--- src/design/glp_pkg.sv ---
// Shared types and constants for the GNSS info line parser.
// No dependencies; the top level and glp_emitter import this package.
`timescale 1ns / 1ps

package glp_pkg;

  // Default sizes of the capture stores.
  localparam int COORD_CHARS_DEF = 11;
  localparam int TIME_DIGITS_DEF = 14;

  // Fixed result field widths.
  localparam int TS_BCD_W = 56;
  localparam int TS_CNT_W = 4;
  localparam int ALT_W    = 15;

  localparam logic [ALT_W-1:0] ALT_MAX = 15'd32767;

  // Input operation codes.
  localparam logic OP_BYTE  = 1'b0;
  localparam logic OP_CLEAR = 1'b1;

  // ASCII characters the parser reacts to.
  localparam logic [7:0] CH_CR    = 8'h0D;
  localparam logic [7:0] CH_COMMA = 8'h2C;
  localparam logic [7:0] CH_DOT   = 8'h2E;
  localparam logic [7:0] CH_ZERO  = 8'h30;
  localparam logic [7:0] CH_ONE   = 8'h31;
  localparam logic [7:0] CH_NINE  = 8'h39;
  localparam logic [7:0] CH_C     = 8'h43;

  // Kind of a result item.
  typedef enum logic [1:0] {
    KIND_HDR = 2'd0,
    KIND_LAT = 2'd1,
    KIND_LON = 2'd2
  } kind_e;

  // Record fields that the parser hands to the result sequencer.
  typedef struct packed {
    logic [7:0]          run_status;
    logic [7:0]          fix_status;
    logic [TS_BCD_W-1:0] ts_bcd;
    logic [TS_CNT_W-1:0] ts_digits;
    logic [ALT_W-1:0]    altitude;
  } rec_t;

endpackage

--- src/design/glp_in_if.sv ---
// Input channel of the GNSS info line parser: valid/ready plus one byte item.
// Depends on nothing.
`timescale 1ns / 1ps

interface glp_in_if;
  logic       valid;
  logic       ready;
  logic       opcode;
  logic [7:0] rx_byte;

  modport source (output valid, output opcode, output rx_byte, input ready);
  modport sink   (input valid, input opcode, input rx_byte, output ready);
endinterface

--- src/design/glp_out_if.sv ---
// Result channel of the GNSS info line parser: valid/ready plus one result item.
// Depends on nothing.
`timescale 1ns / 1ps

interface glp_out_if;
  logic        valid;
  logic        ready;
  logic        record_valid;
  logic [7:0]  run_status;
  logic [7:0]  fix_status;
  logic [55:0] timestamp_bcd;
  logic [3:0]  timestamp_digits;
  logic [14:0] altitude_m;
  logic [1:0]  text_kind;
  logic [7:0]  text_char;
  logic        last_item;

  modport source (
    output valid, output record_valid, output run_status, output fix_status,
    output timestamp_bcd, output timestamp_digits, output altitude_m,
    output text_kind, output text_char, output last_item, input ready
  );
  modport sink (
    input valid, input record_valid, input run_status, input fix_status,
    input timestamp_bcd, input timestamp_digits, input altitude_m,
    input text_kind, input text_char, input last_item, output ready
  );
endinterface

--- src/design/gnss_info_line_parser_top.sv ---
// Top level of the GNSS info line parser: byte parser and record capture.
// Depends on glp_pkg, glp_in_if, glp_out_if and glp_emitter.
`timescale 1ns / 1ps

// The block takes modem reply bytes, one per transfer, and looks for the
// CGNSINF header. The byte after the header is skipped, then comma-separated
// fields one through nine are parsed: the last character of field one (run
// status) and field two (fix status), the timestamp digits before the dot as
// packed BCD, the raw latitude and longitude characters, and the integer part
// of the altitude, saturated at 32767. A carriage return commits the record.
// With fix status '1' the block delivers a header result followed by one
// result per latitude character and one per longitude character; otherwise
// it delivers a single result with record_valid low. The last result of a
// commit carries last_item. Only the first record after a clear (opcode 1)
// or reset is used; later bytes are accepted and dropped until the next clear.
// Rate: one input byte per clock cycle while parsing. With fix status '1' a commit
// produces 1 + latitude length + longitude length results at one per cycle while
// the receiver takes them, limited by the single read port of the coordinate
// memory; from the commit until the last of them has left the memory read
// stage, the input is held off, so a stalling receiver holds it off longer. No
// clearing pass is needed after reset. The output register lets the input
// side keep accepting while a result waits to be taken.

module gnss_info_line_parser_top #(
  parameter int COORD_CHARS = glp_pkg::COORD_CHARS_DEF,
  parameter int TIME_DIGITS = glp_pkg::TIME_DIGITS_DEF
) (
  input  logic       clk_i,
  input  logic       rst_ni,
  glp_in_if.sink     in_i,
  glp_out_if.source  out_o
);
  import glp_pkg::*;

  localparam int LEN_W = $clog2(COORD_CHARS + 1);
  localparam int AW    = $clog2(2 * COORD_CHARS);
  localparam int BCD_W = 4 * TIME_DIGITS;
  localparam int CNT_W = $clog2(TIME_DIGITS + 1);

  typedef enum logic [1:0] {
    PH_SEARCH,
    PH_COLON,
    PH_FIELDS,
    PH_DONE
  } phase_e;

  // Header text, one character per match position.
  function automatic logic [7:0] hdr_char(input logic [2:0] pos);
    logic [7:0] c;
    case (pos)
      3'd0:    c = 8'h43;  // C
      3'd1:    c = 8'h47;  // G
      3'd2:    c = 8'h4E;  // N
      3'd3:    c = 8'h53;  // S
      3'd4:    c = 8'h49;  // I
      3'd5:    c = 8'h4E;  // N
      3'd6:    c = 8'h46;  // F
      default: c = 8'h00;
    endcase
    return c;
  endfunction

  // Parser state.
  phase_e           phase_q, phase_d;
  logic [2:0]       match_q, match_d;
  logic [3:0]       field_q, field_d;
  logic [7:0]       run_q, run_d;
  logic [7:0]       fix_q, fix_d;
  logic [BCD_W-1:0] bcd_q, bcd_d;
  logic [CNT_W-1:0] tcnt_q, tcnt_d;
  logic             past_dot_q, past_dot_d;
  logic [LEN_W-1:0] lat_len_q, lat_len_d;
  logic [LEN_W-1:0] lon_len_q, lon_len_d;
  logic [ALT_W-1:0] alt_q, alt_d;
  logic             alt_int_q, alt_int_d;

  logic             accept, busy, commit, is_digit;
  logic [7:0]       b;
  logic [3:0]       digit;
  logic [ALT_W+3:0] alt_sum;
  logic             wr_en;
  logic [AW-1:0]    wr_addr;
  logic [BCD_W+TS_BCD_W-1:0] bcd_ext;
  logic [CNT_W+TS_CNT_W-1:0] cnt_ext;
  rec_t             rec;

  assign in_i.ready = !busy;
  assign accept     = in_i.valid && in_i.ready;
  assign b          = in_i.rx_byte;
  assign is_digit   = b inside {[CH_ZERO:CH_NINE]};
  assign digit      = 4'(b - CH_ZERO);
  assign alt_sum    = (ALT_W+4)'({alt_q, 3'b000}) + (ALT_W+4)'({alt_q, 1'b0})
                    + (ALT_W+4)'(digit);

  always_comb begin
    phase_d    = phase_q;
    match_d    = match_q;
    field_d    = field_q;
    run_d      = run_q;
    fix_d      = fix_q;
    bcd_d      = bcd_q;
    tcnt_d     = tcnt_q;
    past_dot_d = past_dot_q;
    lat_len_d  = lat_len_q;
    lon_len_d  = lon_len_q;
    alt_d      = alt_q;
    alt_int_d  = alt_int_q;
    commit     = 1'b0;
    wr_en      = 1'b0;
    wr_addr    = AW'(lat_len_q);

    if (accept && in_i.opcode == OP_CLEAR) begin
      phase_d    = PH_SEARCH;
      match_d    = '0;
      field_d    = 4'd1;
      run_d      = '0;
      fix_d      = '0;
      bcd_d      = '0;
      tcnt_d     = '0;
      past_dot_d = 1'b0;
      lat_len_d  = '0;
      lon_len_d  = '0;
      alt_d      = '0;
      alt_int_d  = 1'b1;
    end else if (accept) begin
      case (phase_q)
        PH_SEARCH: begin
          if (b == hdr_char(match_q)) begin
            match_d = match_q + 3'd1;
            if (match_q == 3'd6) begin
              phase_d = PH_COLON;
            end
          end else begin
            match_d = (b == CH_C) ? 3'd1 : 3'd0;
          end
        end
        PH_COLON: begin
          if (b == CH_CR) begin
            commit  = 1'b1;
            phase_d = PH_DONE;
          end else begin
            phase_d = PH_FIELDS;
          end
        end
        PH_FIELDS: begin
          if (b == CH_CR) begin
            commit  = 1'b1;
            phase_d = PH_DONE;
          end else if (field_q <= 4'd9) begin
            if (b == CH_COMMA) begin
              field_d   = field_q + 4'd1;
              alt_int_d = 1'b1;
            end else begin
              case (field_q)
                4'd1: run_d = b;
                4'd2: fix_d = b;
                4'd3: begin
                  if (is_digit && !past_dot_q && tcnt_q < CNT_W'(TIME_DIGITS)) begin
                    bcd_d  = {bcd_q[BCD_W-5:0], digit};
                    tcnt_d = tcnt_q + 1'b1;
                  end
                  if (b == CH_DOT) begin
                    past_dot_d = 1'b1;
                  end
                end
                4'd4: begin
                  if (lat_len_q < LEN_W'(COORD_CHARS)) begin
                    wr_en     = 1'b1;
                    wr_addr   = AW'(lat_len_q);
                    lat_len_d = lat_len_q + 1'b1;
                  end
                end
                4'd5: begin
                  if (lon_len_q < LEN_W'(COORD_CHARS)) begin
                    wr_en     = 1'b1;
                    wr_addr   = AW'(COORD_CHARS) + AW'(lon_len_q);
                    lon_len_d = lon_len_q + 1'b1;
                  end
                end
                4'd6: begin
                  if (is_digit && alt_int_q) begin
                    alt_d = (alt_sum > (ALT_W+4)'(ALT_MAX)) ? ALT_MAX : alt_sum[ALT_W-1:0];
                  end
                  if (b == CH_DOT) begin
                    alt_int_d = 1'b0;
                  end
                end
                default: ;
              endcase
            end
          end
        end
        default: ;
      endcase
    end
  end

  always_ff @(posedge clk_i or negedge rst_ni) begin
    if (!rst_ni) begin
      phase_q    <= PH_SEARCH;
      match_q    <= '0;
      field_q    <= 4'd1;
      run_q      <= '0;
      fix_q      <= '0;
      bcd_q      <= '0;
      tcnt_q     <= '0;
      past_dot_q <= 1'b0;
      lat_len_q  <= '0;
      lon_len_q  <= '0;
      alt_q      <= '0;
      alt_int_q  <= 1'b1;
    end else begin
      phase_q    <= phase_d;
      match_q    <= match_d;
      field_q    <= field_d;
      run_q      <= run_d;
      fix_q      <= fix_d;
      bcd_q      <= bcd_d;
      tcnt_q     <= tcnt_d;
      past_dot_q <= past_dot_d;
      lat_len_q  <= lat_len_d;
      lon_len_q  <= lon_len_d;
      alt_q      <= alt_d;
      alt_int_q  <= alt_int_d;
    end
  end

  // The BCD register holds zeros above its captured digits, so the result
  // field is its low end, widened or cut to the fixed field width.
  assign bcd_ext = {{TS_BCD_W{1'b0}}, bcd_q};
  assign cnt_ext = {{TS_CNT_W{1'b0}}, tcnt_q};

  always_comb begin
    rec.run_status = run_q;
    rec.fix_status = fix_q;
    rec.ts_bcd     = bcd_ext[TS_BCD_W-1:0];
    rec.ts_digits  = cnt_ext[TS_CNT_W-1:0];
    rec.altitude   = alt_q;
  end

  glp_emitter #(
    .COORD_CHARS(COORD_CHARS)
  ) u_emitter (
    .clk_i     (clk_i),
    .rst_ni    (rst_ni),
    .wr_en_i   (wr_en),
    .wr_addr_i (wr_addr),
    .wr_data_i (b),
    .commit_i  (commit),
    .rec_i     (rec),
    .lat_len_i (lat_len_q),
    .lon_len_i (lon_len_q),
    .busy_o    (busy),
    .out_o     (out_o)
  );

endmodule

--- src/design/glp_emitter.sv ---
// Coordinate character memory and result sequencer of the GNSS info line parser.
// Depends on glp_pkg and glp_out_if.
`timescale 1ns / 1ps

module glp_emitter #(
  parameter int COORD_CHARS = glp_pkg::COORD_CHARS_DEF,
  localparam int LEN_W = $clog2(COORD_CHARS + 1),
  localparam int AW    = $clog2(2 * COORD_CHARS)
) (
  input  logic             clk_i,
  input  logic             rst_ni,
  input  logic             wr_en_i,
  input  logic [AW-1:0]    wr_addr_i,
  input  logic [7:0]       wr_data_i,
  input  logic             commit_i,
  input  glp_pkg::rec_t    rec_i,
  input  logic [LEN_W-1:0] lat_len_i,
  input  logic [LEN_W-1:0] lon_len_i,
  output logic             busy_o,
  glp_out_if.source        out_o
);
  import glp_pkg::*;

  // Latitude characters sit at the bottom, longitude characters above them.
  logic [7:0] mem_q [2*COORD_CHARS];
  logic [7:0] rdata_q;

  // Sequencer state.
  logic             em_act_q, em_act_d;
  logic             em_ok_q, em_ok_d;
  kind_e            em_kind_q, em_kind_d;
  logic [LEN_W-1:0] em_idx_q, em_idx_d;

  // Read stage: the memory word for this item lands in rdata_q.
  logic  s1_vld_q;
  logic  s1_ok_q;
  logic  s1_last_q;
  kind_e s1_kind_q;

  // Output register.
  logic       o_vld_q;
  logic       o_ok_q;
  logic       o_last_q;
  kind_e      o_kind_q;
  logic [7:0] o_char_q;
  rec_t       o_rec_q;

  logic             s1_move, issue, req_last;
  logic [LEN_W-1:0] idx_nx;
  logic [AW-1:0]    rd_addr;

  assign s1_move = s1_vld_q && (!o_vld_q || out_o.ready);
  assign issue   = em_act_q && (!s1_vld_q || s1_move);
  assign idx_nx  = em_idx_q + 1'b1;
  assign busy_o  = em_act_q || s1_vld_q;

  always_comb begin
    rd_addr = AW'(em_idx_q);
    if (em_kind_q == KIND_LON) begin
      rd_addr = AW'(COORD_CHARS) + AW'(em_idx_q);
    end
  end

  // Walk header, latitude characters, longitude characters.
  always_comb begin
    em_act_d  = em_act_q;
    em_ok_d   = em_ok_q;
    em_kind_d = em_kind_q;
    em_idx_d  = em_idx_q;
    req_last  = 1'b1;
    if (commit_i) begin
      em_act_d  = 1'b1;
      em_ok_d   = (rec_i.fix_status == CH_ONE);
      em_kind_d = KIND_HDR;
      em_idx_d  = '0;
    end else if (issue) begin
      case (em_kind_q)
        KIND_HDR: begin
          if (!em_ok_q) begin
            req_last = 1'b1;
            em_act_d = 1'b0;
          end else begin
            req_last = (lat_len_i == '0) && (lon_len_i == '0);
            if (lat_len_i != '0) begin
              em_kind_d = KIND_LAT;
            end else if (lon_len_i != '0) begin
              em_kind_d = KIND_LON;
            end else begin
              em_act_d = 1'b0;
            end
          end
        end
        KIND_LAT: begin
          req_last = (idx_nx == lat_len_i) && (lon_len_i == '0);
          if (idx_nx != lat_len_i) begin
            em_idx_d = idx_nx;
          end else if (lon_len_i != '0) begin
            em_kind_d = KIND_LON;
            em_idx_d  = '0;
          end else begin
            em_act_d = 1'b0;
          end
        end
        KIND_LON: begin
          req_last = (idx_nx == lon_len_i);
          if (idx_nx != lon_len_i) begin
            em_idx_d = idx_nx;
          end else begin
            em_act_d = 1'b0;
          end
        end
        default: begin
          req_last = 1'b1;
          em_act_d = 1'b0;
        end
      endcase
    end
  end

  always_ff @(posedge clk_i or negedge rst_ni) begin
    if (!rst_ni) begin
      em_act_q <= 1'b0;
      s1_vld_q <= 1'b0;
      o_vld_q  <= 1'b0;
    end else begin
      em_act_q <= em_act_d;
      if (issue) begin
        s1_vld_q <= 1'b1;
      end else if (s1_move) begin
        s1_vld_q <= 1'b0;
      end
      if (s1_move) begin
        o_vld_q <= 1'b1;
      end else if (out_o.ready) begin
        o_vld_q <= 1'b0;
      end
    end
  end

  always_ff @(posedge clk_i) begin
    em_ok_q   <= em_ok_d;
    em_kind_q <= em_kind_d;
    em_idx_q  <= em_idx_d;
    if (wr_en_i) begin
      mem_q[wr_addr_i] <= wr_data_i;
    end
    if (issue) begin
      rdata_q   <= mem_q[rd_addr];
      s1_ok_q   <= em_ok_q;
      s1_kind_q <= em_kind_q;
      s1_last_q <= req_last;
    end
    if (s1_move) begin
      o_ok_q   <= s1_ok_q;
      o_kind_q <= s1_kind_q;
      o_last_q <= s1_last_q;
      o_char_q <= (s1_kind_q == KIND_HDR) ? 8'h00 : rdata_q;
      o_rec_q  <= rec_i;
    end
  end

  // The parser input is held off while the read stage is full, so the record
  // fields are stable when a result moves into the output register, and they
  // travel with it from there.
  assign out_o.valid            = o_vld_q;
  assign out_o.record_valid     = o_ok_q;
  assign out_o.run_status       = o_rec_q.run_status;
  assign out_o.fix_status       = o_rec_q.fix_status;
  assign out_o.timestamp_bcd    = o_ok_q ? o_rec_q.ts_bcd : '0;
  assign out_o.timestamp_digits = o_ok_q ? o_rec_q.ts_digits : '0;
  assign out_o.altitude_m       = o_ok_q ? o_rec_q.altitude : '0;
  assign out_o.text_kind        = o_kind_q;
  assign out_o.text_char        = o_char_q;
  assign out_o.last_item        = o_last_q;

endmodule
--- src/flat_wrapper.sv ---
// flat-port wrapper written by rule: the top's interface ports become plain ports
module gnss_info_line_parser_top_flat import glp_pkg::*;
#(
  parameter int COORD_CHARS = glp_pkg::COORD_CHARS_DEF,
  parameter int TIME_DIGITS = glp_pkg::TIME_DIGITS_DEF
)
  (clk_i, rst_ni, in_i_valid, in_i_opcode, in_i_rx_byte, in_i_ready, out_o_valid, out_o_record_valid, out_o_run_status, out_o_fix_status, out_o_timestamp_bcd, out_o_timestamp_digits, out_o_altitude_m, out_o_text_kind, out_o_text_char, out_o_last_item, out_o_ready);
  glp_in_if in_i_i ();
  glp_out_if out_o_i ();
  input  logic clk_i;
  input  logic rst_ni;
  input wire logic [$bits(in_i_i.valid)-1:0] in_i_valid;
  input wire logic [$bits(in_i_i.opcode)-1:0] in_i_opcode;
  input wire logic [$bits(in_i_i.rx_byte)-1:0] in_i_rx_byte;
  output wire logic [$bits(in_i_i.ready)-1:0] in_i_ready;
  output wire logic [$bits(out_o_i.valid)-1:0] out_o_valid;
  output wire logic [$bits(out_o_i.record_valid)-1:0] out_o_record_valid;
  output wire logic [$bits(out_o_i.run_status)-1:0] out_o_run_status;
  output wire logic [$bits(out_o_i.fix_status)-1:0] out_o_fix_status;
  output wire logic [$bits(out_o_i.timestamp_bcd)-1:0] out_o_timestamp_bcd;
  output wire logic [$bits(out_o_i.timestamp_digits)-1:0] out_o_timestamp_digits;
  output wire logic [$bits(out_o_i.altitude_m)-1:0] out_o_altitude_m;
  output wire logic [$bits(out_o_i.text_kind)-1:0] out_o_text_kind;
  output wire logic [$bits(out_o_i.text_char)-1:0] out_o_text_char;
  output wire logic [$bits(out_o_i.last_item)-1:0] out_o_last_item;
  input wire logic [$bits(out_o_i.ready)-1:0] out_o_ready;
  assign in_i_i.valid = in_i_valid;
  assign in_i_i.opcode = in_i_opcode;
  assign in_i_i.rx_byte = in_i_rx_byte;
  assign in_i_ready = in_i_i.ready;
  assign out_o_valid = out_o_i.valid;
  assign out_o_record_valid = out_o_i.record_valid;
  assign out_o_run_status = out_o_i.run_status;
  assign out_o_fix_status = out_o_i.fix_status;
  assign out_o_timestamp_bcd = out_o_i.timestamp_bcd;
  assign out_o_timestamp_digits = out_o_i.timestamp_digits;
  assign out_o_altitude_m = out_o_i.altitude_m;
  assign out_o_text_kind = out_o_i.text_kind;
  assign out_o_text_char = out_o_i.text_char;
  assign out_o_last_item = out_o_i.last_item;
  assign out_o_i.ready = out_o_ready;
  gnss_info_line_parser_top #(.COORD_CHARS(COORD_CHARS), .TIME_DIGITS(TIME_DIGITS)) u_core (.clk_i(clk_i), .rst_ni(rst_ni), .in_i(in_i_i), .out_o(out_o_i));
endmodule
--- config.mk ---
export PLATFORM = sky130hd
export DESIGN_NAME = gnss_info_line_parser_top_flat
export DESIGN_NICKNAME = d
export VERILOG_FILES = /design/src/design/glp_pkg.sv /design/src/design/glp_in_if.sv /design/src/design/glp_out_if.sv /design/src/design/gnss_info_line_parser_top.sv /design/src/design/glp_emitter.sv /design/src/flat_wrapper.sv
export SDC_FILE = /design/constraint.sdc
export NUM_CORES = 1
export LEC_CHECK = 0
export BUFFER_PORTS_ARGS = -buffer_cell sky130_fd_sc_hd__buf_4
export CORE_UTILIZATION = 60
export CTS_CLUSTER_DIAMETER = 150
export DETAILED_ROUTE_END_ITERATION = 6
export GPL_TIMING_DRIVEN = 0
export MAX_ROUTING_LAYER = met4
export PLACE_DENSITY_LB_ADDON = 0.15
export SLEW_MARGIN = 10
export SYNTH_ARGS = -nofsm -noshare
export SYNTH_HDL_FRONTEND = slang
export SYNTH_SLANG_ARGS = --single-unit
--- constraint.sdc ---
create_clock -name clk_i -period 11.05 [get_ports clk_i]
set_clock_uncertainty 0.1 [all_clocks]
set_input_delay 0 -clock clk_i [delete_from_list [all_inputs] [get_ports clk_i]]
set_output_delay 0 -clock clk_i [all_outputs]
set_load 0.03 [all_outputs]
==> results.cfg <==
[timing]
rsz0062_at_grt = no
min_period_ps = 3840
fin_crit_sh_pct = 34.8
setup_viol = 0
max_slew_margin_pct = 43.3
fin_setup_tns_ps = 0
worst_pin_slew_ps = 847
max_freq_mhz = 260
hold_viol_final = 0
slew_viol_final = 0

[placement]
hpwl_um = 24900
port_buffers = 116
dp.cells = 1826
gp_congestion = 0.876

[synth]
yosysUniqueCellTypes = 72
synth_area_leaders = edfxtp_1 (49%), dfrtp_1 (15%), mux4_2 (5.0%)
ys_seq_area_share_pct = 65.2
synthArstFlopShare_pct = 27.5
syn_area_um2 = 18000
syn_avg_cell_area_um2 = 13.7
synth-edff-count = 292
synth_cells = 1315
synth_top_cell_by_area = edfxtp_1
synth_top_area_share_pct = 48.8
ys.flop_type = edfxtp_1
synthesis.nets = 1383
yosysWarnings = 0
ys_ff_latch = 411

[cts]
cts_sinks = 411
cts.htree.levels = 2
cts_inserted_buffers = 41
clockRootBuffer = clkbuf_16
cts_tree = built
clk_pin_slew_ps = 60
cts_resized = 0
cts_buffer_depth = 3
clock_latency_ps = 540

[grt]
grt_pass1_wl_um = 58600
grt_usage_pct = 25.8
grt_max_degree = 90
grt_overflow = 0
grt_pass1_vias = 10791
antenna_found_initial = 1

[critical_path]
crit_fanout = 26
start_kind = input pin
reg2reg_depth = 12
crit_type = input pin to flop
worstPathRequired_ps = 11350
worstPathArrival_ps = 4140
worstSetupEndpointType = flop

[finish]
syn2layout_area_growth_pct = 16.3
n_fill_cell = 1952
final_common_cell = edfxtp_1
stdcell_count = 1915
diodes = 0
mostFrequentLayoutCells = edfxtp_1 (292), nand2_1 (166), buf_4 (137)
nets = 1560
drive_gt1_share_pct = 19.9

[route]
drt_iter0_markers = 1112
dr.pass1.iters = 7
wl_per_cell_um = 19.6
via_per_inst = 5.78
postRouteAntennaNets = 0
drt_wl_total_um = 37500
via_count = 11078
drc = 2

[die]
die_x_um = 175
core_area_um2 = 29600
num_rows = 63
die_h_um = 175
ios = 118
start_util_pct = 60.8
fp.dieArea_um2 = 30700

[status]
violations = DRC
outcome = finished with violations

[power]
cellPowerDensity_nw_per_um2 = 220
peakVddDrop_v = 0.000139
leakagePower_nw = 8.10

[hold_path]
hp-class = input pin to flop
min_path_cells = 5

[run]
max-cap-violations = 0
-- per-layer routing --
layer  vias to the layer above  GRT usage, %  share of wire (%)
li1                       5131             -                  -
met5                         -             -                  0
met4                         0          6.78                1.6
met1                      5493          36.1                 44
met2                       399          39.8                 48
met3                        55          4.03                6.7
-- through the flow --
step / power [W] / area [um2] / hold slack, ps / setup slack [ps] / utilization (%)
floorplan: 0.00286 / 18000 / -396 / 5140 / -
global placement: 0.00324 / 19300 / 237 / 3490 / 65.4
detailed placement: 0.00328 / 19500 / -214 / 7150 / 65.9
CTS: 0.00463 / 20900 / 22.2 / 7160 / 70.7
global route: 0.00479 / 20900 / 57.5 / 6940 / 70.7
finish: 0.00460 / 20900 / 56.8 / 7210 / 70.7
-- path summary, 6_finish.rpt --
kind,from,endpoint,slack [ps]
worst max-delay path,in_i_rx_byte[3],u_core.alt_q[3],7210
worst min-delay path,in_i_valid,u_core.phase_q[1],60
worst max register to register,u_core.alt_q[0],u_core.alt_q[3],7260
worst min register to register,u_core.u_emitter.s1_ok_q,u_core.u_emitter.out_o.record_valid,320
max in group asynchronous,rst_ni,u_core.bcd_q[38],9930
min in group asynchronous,rst_ni,u_core.alt_q[9],420
-- registers in the layout, summed over array words and instances (netlist names), 3 cells and up --
signal                             count
u_core.match_q                         3
u_core.alt_q                          15
u_core.u_emitter.rdata_q               8
u_core.lat_len_q                       4
u_core.u_emitter.o_rec_q              75
u_core.tcnt_q                          4
u_core.bcd_q                          56
u_core.u_emitter.out_o.text_char       8
u_core.run_q                           8
u_core.u_emitter.out_o.run_status      8
u_core.field_q                         4
u_core.u_emitter.mem_q               176
u_core.fix_q                           8
u_core.u_emitter.out_o.fix_status      8
u_core.lon_len_q                       4
u_core.u_emitter.em_idx_q              4
-- synth_stat cells, types with 3 or more instances --
cell type	number
edfxtp_1	292
nand2_1	166
dfrtp_1	111
o21ai_0	101
and2_1	77
nor2_1	75
ha_1	53
mux4_2	40
clkbuf_1	35
a21oi_1	32
inv_1	30
mux2_2	28
mux2i_1	28
nor2b_1	27
buf_4	22
xor2_1	18
xnor2_1	17
nand3_1	16
buf_2	14
o211ai_1	11
nor3_1	10
nand2b_1	9
a21o_1	6
dfxtp_1	6
nand4_1	6
nor4_1	6
a41oi_1	4
and3_1	4
o21a_1	4
o22ai_1	4
a211oi_1	3
a21boi_0	3
o41ai_1	3
-- repair_timing --
item                                   CTS  global route
hold buffers                            13             0
endpoints found under the hold margin  297             0
buffers inserted                         0             0
-- logic make-up (layout without fill, tap and decap cells) --
group                      count (synthesis)  in the layout  synth area share, %
AOI/OAI and AO/OA                        193            193                 6.42
and+or+nand+nor                          418            418                 11.4
muxes                                     97             97                 8.39
DFF                                      411            411                 65.2
xor gates and xnor gates                  36             36                 1.83
buffers and inverters                    105            315                 2.84
adders and majority gates                 55             55                 3.91
-- critical path, stage by stage --
cell and delay (ps):
dlygate4sd3_1 520, buf_4 330, inv_1 170, fa_1 610, inv_1 60, ha_1 280
a21oi_1 200, nand4b_1 210, a21oi_2 110, o31ai_1 310, mux2_2 390, o41ai_4 500
clkbuf_2 300, o21ai_0 130
-- power by group --
group	switching, W	internal [W]	total, W
Sequential	0.000106	0.00191	0.00202
Clock	0.000569	0.000765	0.00133
Combinational	0.000738	0.000511	0.00125
Total	0.00141	0.00319	0.00460
-- final cells by class --
| cell class | instances | area, um2 | area share, % |
|---|---|---|---|
| Sequential cell | 411 | 11700 | 56.0 |
| Multi-Input combinational cell | 799 | 5750 | 27.5 |
| Clock buffer | 61 | 1170 | 5.61 |
| Timing Repair Buffer | 134 | 1140 | 5.48 |
| Tap cell | 390 | 488 | 2.33 |
| Buffer | 75 | 398 | 1.90 |
| Clock inverter | 15 | 123 | 0.586 |
| Inverter | 30 | 113 | 0.539 |
Power figures use the tool's default switching activity.
